File: src/rtl/srec_pkg.sv
// Package: shared types, codes and decode helpers of the S-record line parser.
`default_nettype none

package srec_pkg;

	// Parse position within one record line
	typedef enum logic [2:0] {
		PH_WAIT  = 3'd0,
		PH_TYPE  = 3'd1,
		PH_COUNT = 3'd2,
		PH_ADDR  = 3'd3,
		PH_DATA  = 3'd4,
		PH_CKS   = 3'd5,
		PH_DONE  = 3'd6,
		PH_ERR   = 3'd7
	} phase_t;

	// Line status reported in a summary word
	typedef enum logic [2:0] {
		ST_OK     = 3'd0,
		ST_SYNTAX = 3'd1,
		ST_S4     = 3'd2,
		ST_CKS    = 3'd3,
		ST_TRAIL  = 3'd4
	} line_status_t;

	localparam logic KIND_DATA    = 1'b0;
	localparam logic KIND_SUMMARY = 1'b1;

	localparam logic [7:0] CHAR_S    = 8'h53;
	localparam logic [7:0] CHAR_NUL  = 8'h00;
	localparam logic [7:0] CHAR_CR   = 8'h0D;
	localparam logic [7:0] CHAR_LF   = 8'h0A;
	localparam logic [7:0] CHAR_FF   = 8'hFF;
	localparam logic [7:0] CHAR_ZERO = 8'h30;
	localparam logic [7:0] CHAR_NINE = 8'h39;

	localparam logic [3:0] TYPE_S4 = 4'd4;

	// One result word
	typedef struct packed {
		logic         kind;
		logic [3:0]   record_type;
		logic [7:0]   byte_count;
		logic [31:0]  address;
		logic [7:0]   data_byte;
		logic [7:0]   data_index;
		logic [7:0]   checksum;
		line_status_t status;
	} result_t;

	// Address length in bytes for a record type
	function automatic logic [2:0] addr_len(input logic [3:0] rtype);
		logic [2:0] len;
		case (rtype)
			4'd2, 4'd6, 4'd8: len = 3'd3;
			4'd3, 4'd7:       len = 3'd4;
			default:          len = 3'd2;
		endcase
		return len;
	endfunction

	// Hex digit decode: bit 4 flags a non-hex character
	function automatic logic [4:0] hex_decode(input logic [7:0] c);
		logic [4:0] v;
		if (c >= 8'h30 && c <= 8'h39) begin
			v = {1'b0, c[3:0]};
		end else if ((c >= 8'h41 && c <= 8'h46) || (c >= 8'h61 && c <= 8'h66)) begin
			v = {1'b0, c[3:0] + 4'd9};
		end else begin
			v = 5'h10;
		end
		return v;
	endfunction

endpackage

`default_nettype wire

File: src/rtl/srec_if.sv
// Interfaces: character input channel and result output channel.
`default_nettype none

interface srec_char_if;
	logic       valid;
	logic       ready;
	logic [7:0] char_code;

	modport source (output valid, output char_code, input ready);
	modport sink   (input valid, input char_code, output ready);
endinterface

interface srec_result_if;
	logic        valid;
	logic        ready;
	logic        kind;
	logic [3:0]  record_type;
	logic [7:0]  byte_count;
	logic [31:0] address;
	logic [7:0]  data_byte;
	logic [7:0]  data_index;
	logic [7:0]  checksum;
	logic [2:0]  status;

	modport source (output valid, output kind, output record_type, output byte_count,
		output address, output data_byte, output data_index, output checksum,
		output status, input ready);
	modport sink   (input valid, input kind, input record_type, input byte_count,
		input address, input data_byte, input data_index, input checksum,
		input status, output ready);
endinterface

`default_nettype wire

File: src/rtl/srec_line_parser.sv
// Motorola S-record line parser: one character in, data bytes and line summaries out.
//
// Usage:
//   in_ch carries one ASCII character per word. out_ch carries result words:
//   kind 0 is a decoded data byte, emitted when its second hex digit arrives;
//   kind 1 is the end-of-line summary emitted at a CR, LF, NUL or 0xFF, with
//   status ok, syntax, S4 unsupported, checksum mismatch or trailing chars.
//   A terminator at the start of a line produces no word.
// Throughput:
//   One character is taken every cycle while in_ch.ready is high. A result
//   is registered in the output register, or in the skid entry if out_ch stalls;
//   the parse state update is a single step of the line state machine per character.
// Stall behavior:
//   An output register plus one skid entry sit behind the parser, so input
//   keeps flowing while one result waits; in_ch.ready drops only while the
//   skid entry is occupied.
// Reset:
//   arst_n clears the line state (waiting for 'S') and empties both output
//   entries; no result is pending after reset.
`default_nettype none

module srec_line_parser (
	input  wire           clk,
	input  wire           arst_n,
	srec_char_if.sink     in_ch,
	srec_result_if.source out_ch
);
	import srec_pkg::*;

	// Line state
	phase_t       phase_q,  phase_d;
	logic [3:0]   digit_count_q, digit_count_d;
	logic [3:0]   type_q,   type_d;
	logic [7:0]   count_q,  count_d;
	logic [31:0]  addr_q,   addr_d;
	logic [7:0]   sum_q,    sum_d;
	logic [7:0]   left_q,   left_d;
	logic [7:0]   pos_q,    pos_d;
	logic [3:0]   hi_q,     hi_d;
	logic [7:0]   cks_q,    cks_d;
	line_status_t status_q, status_d;

	// Output register and skid entry
	logic    out_valid_q, skid_valid_q;
	result_t out_q, skid_q;

	logic       accept, push, pop;
	logic       has_result;
	result_t    res;
	logic [7:0] c;
	logic       term;
	logic [4:0] hex;
	logic [2:0] alen;
	logic [3:0] dc_inc;
	logic [31:0] addr_sh;
	logic [7:0] b;

	assign c      = in_ch.char_code;
	assign term   = (c == CHAR_NUL) || (c == CHAR_CR) || (c == CHAR_LF) || (c == CHAR_FF);
	assign hex    = hex_decode(c);
	assign alen   = addr_len(type_q);
	assign dc_inc = digit_count_q + 4'd1;
	assign addr_sh = {addr_q[27:0], hex[3:0]};
	assign b      = {hi_q, hex[3:0]};

	assign in_ch.ready = !skid_valid_q;
	assign accept      = in_ch.valid && in_ch.ready;
	assign pop         = out_valid_q && out_ch.ready;
	assign push        = accept && has_result;

	// Next line state and result for the current character
	always_comb begin
		phase_d       = phase_q;
		digit_count_d = digit_count_q;
		type_d        = type_q;
		count_d       = count_q;
		addr_d        = addr_q;
		sum_d         = sum_q;
		left_d        = left_q;
		pos_d         = pos_q;
		hi_d          = hi_q;
		cks_d         = cks_q;
		status_d      = status_q;
		has_result    = 1'b0;
		res.kind        = KIND_DATA;
		res.record_type = type_q;
		res.byte_count  = count_q;
		res.address     = addr_q;
		res.data_byte   = 8'd0;
		res.data_index  = pos_q;
		res.checksum    = 8'd0;
		res.status      = ST_OK;

		if (term) begin
			// End of line: summarize and clear, except on an empty line
			if (phase_q != PH_WAIT) begin
				has_result   = 1'b1;
				res.kind     = KIND_SUMMARY;
				res.checksum = cks_q;
				res.status   = (phase_q == PH_DONE || phase_q == PH_ERR) ? status_q : ST_SYNTAX;
				phase_d       = PH_WAIT;
				digit_count_d = 4'd0;
				type_d        = 4'd0;
				count_d       = 8'd0;
				addr_d        = 32'd0;
				sum_d         = 8'd0;
				left_d        = 8'd0;
				pos_d         = 8'd0;
				hi_d          = 4'd0;
				cks_d         = 8'd0;
				status_d      = ST_OK;
			end
		end else begin
			unique case (phase_q)
				PH_WAIT: begin
					if (c == CHAR_S) begin
						phase_d = PH_TYPE;
					end else begin
						phase_d  = PH_ERR;
						status_d = ST_SYNTAX;
					end
				end
				PH_TYPE: begin
					if (c < CHAR_ZERO || c > CHAR_NINE) begin
						phase_d  = PH_ERR;
						status_d = ST_SYNTAX;
					end else begin
						type_d = c[3:0];
						if (c[3:0] == TYPE_S4) begin
							phase_d  = PH_ERR;
							status_d = ST_S4;
						end else begin
							digit_count_d = 4'd0;
							phase_d       = PH_COUNT;
						end
					end
				end
				PH_DONE: begin
					phase_d  = PH_ERR;
					status_d = ST_TRAIL;
				end
				PH_ERR: begin
					phase_d = PH_ERR;
				end
				PH_ADDR: begin
					// Shift in an address digit; add each completed byte to the sum
					if (hex[4]) begin
						phase_d  = PH_ERR;
						status_d = ST_SYNTAX;
					end else begin
						addr_d        = addr_sh;
						digit_count_d = dc_inc;
						if (!dc_inc[0]) begin
							sum_d = sum_q + addr_sh[7:0];
						end
						if (dc_inc >= {alen, 1'b0}) begin
							digit_count_d = 4'd0;
							phase_d       = (left_q != 8'd0) ? PH_DATA : PH_CKS;
						end
					end
				end
				PH_COUNT, PH_DATA, PH_CKS: begin
					if (hex[4]) begin
						phase_d  = PH_ERR;
						status_d = ST_SYNTAX;
					end else if (digit_count_q == 4'd0) begin
						hi_d          = hex[3:0];
						digit_count_d = 4'd1;
					end else begin
						digit_count_d = 4'd0;
						if (phase_q == PH_COUNT) begin
							count_d = b;
							if (b < ({5'd0, alen} + 8'd1)) begin
								phase_d  = PH_ERR;
								status_d = ST_SYNTAX;
							end else begin
								sum_d   = b;
								left_d  = b - {5'd0, alen} - 8'd1;
								addr_d  = 32'd0;
								phase_d = PH_ADDR;
							end
						end else if (phase_q == PH_DATA) begin
							// Emit the data byte
							has_result    = 1'b1;
							res.data_byte = b;
							sum_d  = sum_q + b;
							pos_d  = pos_q + 8'd1;
							left_d = left_q - 8'd1;
							if (left_q == 8'd1) begin
								phase_d = PH_CKS;
							end
						end else begin
							cks_d = b;
							if (~sum_q != b) begin
								status_d = ST_CKS;
							end
							phase_d = PH_DONE;
						end
					end
				end
				default: begin
					phase_d = PH_ERR;
				end
			endcase
		end
	end

	// Advance the line state on each accepted word
	always_ff @(posedge clk or negedge arst_n) begin
		if (!arst_n) begin
			phase_q       <= PH_WAIT;
			digit_count_q <= 4'd0;
			type_q        <= 4'd0;
			count_q       <= 8'd0;
			addr_q        <= 32'd0;
			sum_q         <= 8'd0;
			left_q        <= 8'd0;
			pos_q         <= 8'd0;
			hi_q          <= 4'd0;
			cks_q         <= 8'd0;
			status_q      <= ST_OK;
		end else if (accept) begin
			phase_q       <= phase_d;
			digit_count_q <= digit_count_d;
			type_q        <= type_d;
			count_q       <= count_d;
			addr_q        <= addr_d;
			sum_q         <= sum_d;
			left_q        <= left_d;
			pos_q         <= pos_d;
			hi_q          <= hi_d;
			cks_q         <= cks_d;
			status_q      <= status_d;
		end
	end

	// Output and skid valid flags
	always_ff @(posedge clk or negedge arst_n) begin
		if (!arst_n) begin
			out_valid_q  <= 1'b0;
			skid_valid_q <= 1'b0;
		end else if (skid_valid_q) begin
			if (pop) begin
				skid_valid_q <= 1'b0;
			end
		end else if (push) begin
			if (out_valid_q && !pop) begin
				skid_valid_q <= 1'b1;
			end else begin
				out_valid_q <= 1'b1;
			end
		end else if (pop) begin
			out_valid_q <= 1'b0;
		end
	end

	// Output and skid payload
	always_ff @(posedge clk) begin
		if (skid_valid_q) begin
			if (pop) begin
				out_q <= skid_q;
			end
		end else if (push) begin
			if (out_valid_q && !pop) begin
				skid_q <= res;
			end else begin
				out_q <= res;
			end
		end
	end

	assign out_ch.valid       = out_valid_q;
	assign out_ch.kind        = out_q.kind;
	assign out_ch.record_type = out_q.record_type;
	assign out_ch.byte_count  = out_q.byte_count;
	assign out_ch.address     = out_q.address;
	assign out_ch.data_byte   = out_q.data_byte;
	assign out_ch.data_index  = out_q.data_index;
	assign out_ch.checksum    = out_q.checksum;
	assign out_ch.status      = out_q.status;

`ifndef ASSERT_OFF
	// Skid entry holds a word only behind a full output register
	a_skid_behind_out: assert property (@(posedge clk) disable iff (!arst_n)
		skid_valid_q |-> out_valid_q)
		else $error("skid entry occupied with output register empty");

	// A data word never carries an error status
	a_data_status_ok: assert property (@(posedge clk) disable iff (!arst_n)
		(out_valid_q && out_q.kind == KIND_DATA) |-> (out_q.status == ST_OK))
		else $error("data word with nonzero status");

	// A summary returns the parser to the start of a line
	a_summary_clears: assert property (@(posedge clk) disable iff (!arst_n)
		(push && res.kind == KIND_SUMMARY) |=> (phase_q == PH_WAIT && pos_q == 8'd0))
		else $error("line state not cleared after summary");

	// Data phase is only entered with bytes remaining
	a_data_left: assert property (@(posedge clk) disable iff (!arst_n)
		(phase_q == PH_DATA) |-> (left_q != 8'd0))
		else $error("data phase with no bytes left");
`endif

endmodule

`default_nettype wire
File: src/flat_wrapper.sv
// flat-port wrapper written by rule: the top's interface ports become plain ports
module srec_line_parser_flat import srec_pkg::*;
  (clk, arst_n, in_ch_valid, in_ch_char_code, in_ch_ready, out_ch_valid, out_ch_kind, out_ch_record_type, out_ch_byte_count, out_ch_address, out_ch_data_byte, out_ch_data_index, out_ch_checksum, out_ch_status, out_ch_ready);
  srec_char_if in_ch_i ();
  srec_result_if out_ch_i ();
  input  wire clk;
  input  wire arst_n;
  input wire logic [$bits(in_ch_i.valid)-1:0] in_ch_valid;
  input wire logic [$bits(in_ch_i.char_code)-1:0] in_ch_char_code;
  output wire logic [$bits(in_ch_i.ready)-1:0] in_ch_ready;
  output wire logic [$bits(out_ch_i.valid)-1:0] out_ch_valid;
  output wire logic [$bits(out_ch_i.kind)-1:0] out_ch_kind;
  output wire logic [$bits(out_ch_i.record_type)-1:0] out_ch_record_type;
  output wire logic [$bits(out_ch_i.byte_count)-1:0] out_ch_byte_count;
  output wire logic [$bits(out_ch_i.address)-1:0] out_ch_address;
  output wire logic [$bits(out_ch_i.data_byte)-1:0] out_ch_data_byte;
  output wire logic [$bits(out_ch_i.data_index)-1:0] out_ch_data_index;
  output wire logic [$bits(out_ch_i.checksum)-1:0] out_ch_checksum;
  output wire logic [$bits(out_ch_i.status)-1:0] out_ch_status;
  input wire logic [$bits(out_ch_i.ready)-1:0] out_ch_ready;
  assign in_ch_i.valid = in_ch_valid;
  assign in_ch_i.char_code = in_ch_char_code;
  assign in_ch_ready = in_ch_i.ready;
  assign out_ch_valid = out_ch_i.valid;
  assign out_ch_kind = out_ch_i.kind;
  assign out_ch_record_type = out_ch_i.record_type;
  assign out_ch_byte_count = out_ch_i.byte_count;
  assign out_ch_address = out_ch_i.address;
  assign out_ch_data_byte = out_ch_i.data_byte;
  assign out_ch_data_index = out_ch_i.data_index;
  assign out_ch_checksum = out_ch_i.checksum;
  assign out_ch_status = out_ch_i.status;
  assign out_ch_i.ready = out_ch_ready;
  srec_line_parser u_core (.clk(clk), .arst_n(arst_n), .in_ch(in_ch_i), .out_ch(out_ch_i));
endmodule
File: config.mk
export PLATFORM = sky130hd
export DESIGN_NAME = srec_line_parser_flat
export DESIGN_NICKNAME = d
export VERILOG_FILES = /design/src/rtl/srec_pkg.sv /design/src/rtl/srec_if.sv /design/src/rtl/srec_line_parser.sv /design/src/flat_wrapper.sv
export SDC_FILE = /design/constraint.sdc
export NUM_CORES = 1
export LEC_CHECK = 0
export ABC_AREA = 1
export ABC_CLOCK_PERIOD_IN_PS = 5200
export BUFFER_PORTS_ARGS = -buffer_cell sky130_fd_sc_hd__buf_2
export CAP_MARGIN = 20
export CELL_PAD_IN_SITES_DETAIL_PLACEMENT = 2
export CELL_PAD_IN_SITES_GLOBAL_PLACEMENT = 2
export CORE_ASPECT_RATIO = 1.2
export CORE_MARGIN = 3
export CORE_UTILIZATION = 35
export CTS_CLUSTER_DIAMETER = 80
export DETAILED_ROUTE_END_ITERATION = 10
export PLACE_DENSITY_LB_ADDON = 0.05
export SLEW_MARGIN = 15
export SYNTH_ARGS = -nofsm -noshare
export SYNTH_HDL_FRONTEND = slang
export SYNTH_SLANG_ARGS = --single-unit
File: constraint.sdc
create_clock -name clk -period 5.2 [get_ports clk]
set_input_delay 1.04 -clock clk [delete_from_list [all_inputs] [get_ports clk]]
set_output_delay 1.04 -clock clk [all_outputs]
set_load 0.05 [all_outputs]
# Word-level counts from Yosys, hierarchy flattened
# Index checks and enable logic that the tools add are counted.
totals:
  register_bits: 236
  wordCells: 263
  output_inout_bits: 74
  inputBits: 12
classes:
  reduce_logical: 49
  n_addsub: 9
  mux: 116
  n_eq_ne: 48
  order_cmp: 10
  n_bitwise: 2
ops:
  columns: ["operator", "count"]
  rows:
  - ["$mux W8", 39]
  - ["$mux W72", 4]
  - ["$mux W32", 7]
  - ["$mux W3", 25]
  - ["$pmux W32 S2", 1]
  - ["$mux W4", 14]
  - ["$pmux W3 S5", 2]
  - ["$reduce_and A7 Y1", 4]
  - ["$ne A3 B2 Y1 const B", 9]
  - ["$mux W11", 2]
  - ["$mux W1", 17]
  - ["$add A8 B8 Y8", 2]
  - ["$eq A8 B4 Y1 const B", 2]
  - ["$ge A8 B7 Y1 const B", 2]
  - ["$le A8 B7 Y1 const B", 2]
  - ["$pmux W8 S2", 1]
  - ["$sub A8 B1 Y8 const B", 2]
  - ["$reduce_bool A2 Y1", 7]
  - ["$eq A3 B3 Y1 const B", 4]
  - ["$eq A4 B3 Y1 const B", 3]
  - ["$ne A2 B1 Y1 const B", 6]
  - ["$ne A4 B1 Y1 const B", 3]
  - ["$pmux W4 S3", 1]
  - ["$mux W5", 2]
  - ["49 further kinds", 73]

# Depth between registers and ports, before layout
depth:
  word_depth: 14
  mapped_depth: 20
  depth_no_buf: 20

# Worst setup path before layout
# No wires, ideal clock.
synth_path:
  path_kind: "input-to-reg"
  from: "input port in_ch_char_code[0]"
  to: "register u_core.out_q (netlist bit u_core.out_ch.address[0]) (enable)"
  setup_time_ns: 0.526
  n_path_buf: 1
  setup_slack_ns: -0.995
  required_time_ns: 4.674
  arrival_ns: 5.669
  cell_stages: 12
  cell_sequence: "inv_1 ha_1 nand3_1 nand3_2 nand2_2 nand2_2 buf_6 a21oi_4 nand2_2 inv_1 nand2_1 a21oi_1"
synth_between:
  elab_chain_len: 11
  word_cells_on_any_way: 25
  classes_between: "order compare (6); eq/ne (3); mux (5); reduce/logical (11)"
synth_rtl:
  columns: ["element", "line_no", "rtl"]
  rows:
  - ["from (decl)", "flat_wrapper.sv:9", "input wire logic [$bits(in_ch_i.char_code)-1:0] in_ch_char_code;"]
  - ["$ge A8 B7 Y1 / $le A8 B7 Y1 (equally long branches)", "srec_pkg.sv:68", "end else if ((c >= 8'h41 && c <= 8'h46) || (c >= 8'h61 && c <= 8'h66)) begin"]
  - ["$logic_and A1 B1 Y1", "srec_pkg.sv:68", null]
  - ["$logic_or A1 B1 Y1", "srec_pkg.sv:68", null]
  - ["$mux W5", "srec_pkg.sv:68", null]
  - ["$mux W5", "srec_pkg.sv:66", "if (c >= 8'h30 && c <= 8'h39) begin"]
  - ["$mux W1", "srec_line_parser.sv:163", "if (hex[4]) begin"]
  - ["$mux W1", "srec_line_parser.sv:114", "unique case (phase_q)"]
  - ["$mux W1 (*)", "srec_line_parser.sv:94", "if (term) begin"]
  - ["$logic_and A1 B1 Y1 (*)", "srec_line_parser.sv:69", "assign push = accept && has_result;"]
  - ["$reduce_bool A2 Y1 (no line) (*)", null, null]
  - ["$reduce_and A3 Y1 (no line) (*)", null, null]
  - ["to (signal assigned)", "srec_line_parser.sv:261", "out_q <= skid_q;"]
  - ["to (signal assigned)", "srec_line_parser.sv:267", "out_q <= res;"]
  - ["to (decl)", "srec_line_parser.sv:45", "result_t out_q, skid_q;"]
# Mark *: on every way between the ends. The rest lies on a longest branch, timed or not.
# A chain may end at the register's enable or synchronous reset.

# Worst setup path in the final report
layout_path:
  from: "input port in_ch_char_code[0]"
  to: "register u_core.addr_q[17]"
layout_between:
  elab_chain_len: 8
  word_cells_on_any_way: 30
  classes_between: "add/sub (1); order compare (7); eq/ne (9); mux (3); reduce/logical (10)"
layout_rtl:
  columns: ["element", "line_no", "rtl"]
  rows:
  - ["$ge A8 B7 Y1 / $le A8 B7 Y1 (equally long branches)", "srec_pkg.sv:68", null]
  - ["$logic_and A1 B1 Y1", "srec_pkg.sv:68", null]
  - ["$logic_or A1 B1 Y1", "srec_pkg.sv:68", null]
  - ["$mux W5", "srec_pkg.sv:68", null]
  - ["$mux W5", "srec_pkg.sv:66", null]
  - ["$lt A8 B8 Y1", "srec_line_parser.sv:173", "if (b < ({5'd0, alen} + 8'd1)) begin"]
  - ["$ne A3 B2 Y1 (no line)", null, null]
  - ["$reduce_and A8 Y1 (no line)", null, null]
  - ["to (signal assigned)", "srec_line_parser.sv:227", "addr_q <= addr_d;"]
  - ["to (decl)", "srec_line_parser.sv:35", "logic [31:0] addr_q, addr_d;"]
# Parallel ways exist; a longest one is shown, timed or not.

==> results.py <==
metrics = {
    "detailed_routing": {
        "wl_per_cell_um": 19.4,
        "met1Wirelength_um": 13900,
        "vias_per_cell": 5.04,
        "routed-wl-met3_um": 764,
        "drt_iter0_markers": 338,
        "wl_met2_um": 17800,
        "vias": 8576,
        "top_layer": "met4",
        "drc_errors": 0,
        "ant_nets": 0,
        "drt_first_pass_iters": 4,
        "drt_wl_total_um": 33000,
    },
    "timing": {
        "fmax_mhz": 267,
        "setup_violations": 0,
        "fin_crit_ns": 3.74,
        "drv_slew": 0,
        "finClkSkew_ns": 0.0168,
        "period_share_pct": 72.0,
        "worstMarginPinSlew_ns": 0.957,
        "tns_ns": 0,
        "finalHoldViolations": 0,
        "rsz0062_at_grt": "false",
        "slew_headroom_pct": 36.2,
    },
    "cells_and_area": {
        "drive_gt1_share_pct": 17.0,
        "fillers": 3533,
        "nets": 1323,
        "antennaDiodeCount": 0,
        "final_common_cell": "nand2_1",
        "utilization_pct": 40.9,
        "syn_to_final_growth_pct": 14.9,
        "final_cell_mix": "nand2_1, edfxtp_1, inv_1",
    },
    "pwr": {
        "finalPower_mw": 3.93,
        "peakVddDrop_uv": 226,
        "powerDensity_nw_per_um2": 298,
        "p_leak_nw": 6.00,
    },
    "grt": {
        "grt_pass1_vias": 9699,
        "grt_max_degree": 93,
        "antenna_found_initial": 0,
        "grt_pass1_wl_um": 53700,
        "overflow": 0,
        "grt_usage_pct": 19.4,
    },
    "floorplan": {
        "fp.coreArea_sq_um": 32300,
        "die_x_um": 171,
        "die-area_sq_um": 35000,
        "die_h_um": 204,
        "num_rows": 72,
        "start_util_pct": 35.6,
        "io_pins": 86,
    },
    "cts": {
        "cts_tree": "yes",
        "cts_made_buffers": 26,
        "cts.sinks": 236,
        "clk_path_buf_depth": 3,
        "cts_hold_buf": 0,
        "root_buffer": "clkbuf_16",
        "postCtsSetupRepairBufs": 0,
        "worst_skew_pair.late_latency_ns": 0.54,
        "path_clk_slew_ns": 0.06,
        "cts_htree_levels": 1,
        "cts.repair.resized": 0,
    },
    "yosys": {
        "synth_top_family_by_area": "simple AND/OR/NAND/NOR gates",
        "synth.cell_area_sq_um": 11500,
        "netlist_instances": 1188,
        "synth_area_per_cell_sq_um": 9.66,
        "synthMuxAreaShare_pct": 0,
        "yosys_warnings": 0,
        "synth-adder-area-share_pct": 3.95,
        "yosysSeqAreaShare_pct": 57.7,
        "synthesis.nets": 1235,
        "synth-simple-area-share_pct": 22.2,
        "synth-compound-area-share_pct": 9.28,
        "ys_types": 48,
        "ys_ff_latch": 236,
        "synth_xor_area_share_pct": 1.07,
    },
    "outcome": {
        "outcome": "finished clean",
    },
    "worst_setup_path": {
        "setup.worst_path.start_class": "input pin",
        "crit_slowest_cell": "nand3_4",
        "critPathKind": "in2reg",
        "crit_required_ns": 5.67,
        "path_delay_family": "simple AND/OR/NAND/NOR gates",
        "critical_path_buf_inv_count": 4,
        "max_stage_delay_ns": 0.38,
        "cp_cell_sequence": "buf_2 -> inv_1 -> ha_1 -> nor2_1 -> nand2_1 -> nand2_4 -> nand2_4 -> nand2_1 -> nor2_2 -> ha_1 -> nand2_1 -> inv_1 -> nand2_1 -> nand2_1 -> nor2_1 -> o211ai_2 -> nand3_4 -> buf_4 -> nand2_1 -> o21ai_2",
        "cpMostUsedCell": "nand2_1",
        "worstPathArrival_ns": 4.21,
        "worstSetupEndpointType": "flip-flop",
        "crit_fanout": 27,
    },
    "place": {
        "io_buffers": 85,
        "dp_hpwl_um": 23800,
        "gp_congestion": 0.832,
    },
    "min_path": {
        "hold_path_class": "reg2reg",
    },
    "flow_run": {
        "drv_cap": 0,
    },
}
## power breakdown
group	leakage, nW	internal, mW	switching [mW]
logic	2.83	0.0168	0.0550
registers	2.73	1.97	0
clock network	0.435	1.13	0.748
total	6.00	3.12	0.803
## synthesized netlist by cell type (all sizes together)
| library cell | instances | area share (%) |
|---|---|---|
| clkbuf | 13 | 0.43 |
| clkinv | 1 | 0.033 |
| xor2 | 6 | 0.46 |
| a21oi | 30 | 1.6 |
| dfrtp | 92 | 20 |
| nor3b | 1 | 0.065 |
| inv | 98 | 3.2 |
| xnor2 | 8 | 0.61 |
| a22oi | 3 | 0.20 |
| o21bai | 2 | 0.13 |
| a21o | 1 | 0.065 |
| buf | 27 | 2.0 |
| nor3 | 9 | 0.39 |
| a21boi | 1 | 0.065 |
| o21a | 1 | 0.065 |
| o31ai | 8 | 0.52 |
| nor4 | 1 | 0.055 |
| o22ai | 2 | 0.11 |
| or2 | 2 | 0.11 |
| nand2 | 421 | 14 |
| o21ai | 115 | 6.2 |
| nand4 | 20 | 1.1 |
| fa | 2 | 0.35 |
| and2 | 1 | 0.055 |
| nand3 | 62 | 3.2 |
| a31oi | 1 | 0.055 |
| nand3b | 5 | 0.33 |
| ha | 33 | 3.6 |
| edfxtp | 144 | 38 |
| nor2 | 75 | 2.8 |
| o211ai | 3 | 0.24 |
## registers in the layout (all words and copies together) (netlist names)
signal	flops
u_core.digit_count_q	4
u_core.out_ch.kind	1
u_core.out_ch.checksum	8
u_core.addr_q	32
u_core.skid_q	72
u_core.out_ch.record_type	4
u_core.count_q	8
u_core.out_ch.data_index	8
u_core.status_q	3
u_core.sum_q	8
u_core.out_ch.status	3
u_core.out_ch.data_byte	8
u_core.pos_q	8
u_core.out_ch.valid	1
u_core.hi_q	4
u_core.type_q	4
u_core.out_ch.byte_count	8
u_core.phase_q	3
u_core.out_ch.address	32
u_core.skid_valid_q	1
u_core.cks_q	8
u_core.left_q	8
## metal layers
metal | up-vias | global-route usage, %
met5 | - | 0
met4 | 0 | 4.83
met3 | 38 | 2.09
met2 | 92 | 36.8
met1 | 4322 | 23.4
li1 | 4124 | -
## final timing paths
check,start,end,slack [ns],depth (start not counted)
setup / recovery,in_ch_char_code[0],u_core.addr_q[17],1.46,20
setup reg to reg,u_core.type_q[3],u_core.addr_q[17],1.92,19
hold / removal,u_core.type_q[2],u_core.skid_q[69],0.44,0
hold reg to reg,u_core.type_q[2],u_core.skid_q[69],0.44,0
min in group asynchronous,arst_n,u_core.addr_q[13],0.61,1
max in group asynchronous,arst_n,u_core.digit_count_q[0],3.55,2
## per-stage QoR
step                      hold WS, ns  cells  area [sq um]  setup WS, ns
after floorplan                 0.425   1188         11500         0.465
final                           0.443   1703         13200          1.46
after global placement          0.430   1655         12300          1.04
after CTS                       0.448   1703         13200          1.45
after global routing            0.466   1703         13200          1.15
after detailed placement        0.440   1655         12300         0.884
## cell families after synthesis
family | count (synthesis)
adder cells (fa/ha/maj) | 35
flip-flops | 236
AO/OA/AOI/OAI | 167
AND/OR/NAND/NOR | 597
XOR/XNOR | 14
buffers and inverters | 139
## final cells by class
type                            count  area (sq um)  area share [%]
Tap cell                          407           509            3.86
Sequential cell                   236          6630            50.3
Clock inverter                      9           101           0.769
Timing Repair Buffer              100           578            4.38
Inverter                           99           374            2.84
Multi-Input combinational cell    813          4210            32.0
Clock buffer                       39           781            5.92
Power figures use the tool's default switching activity.
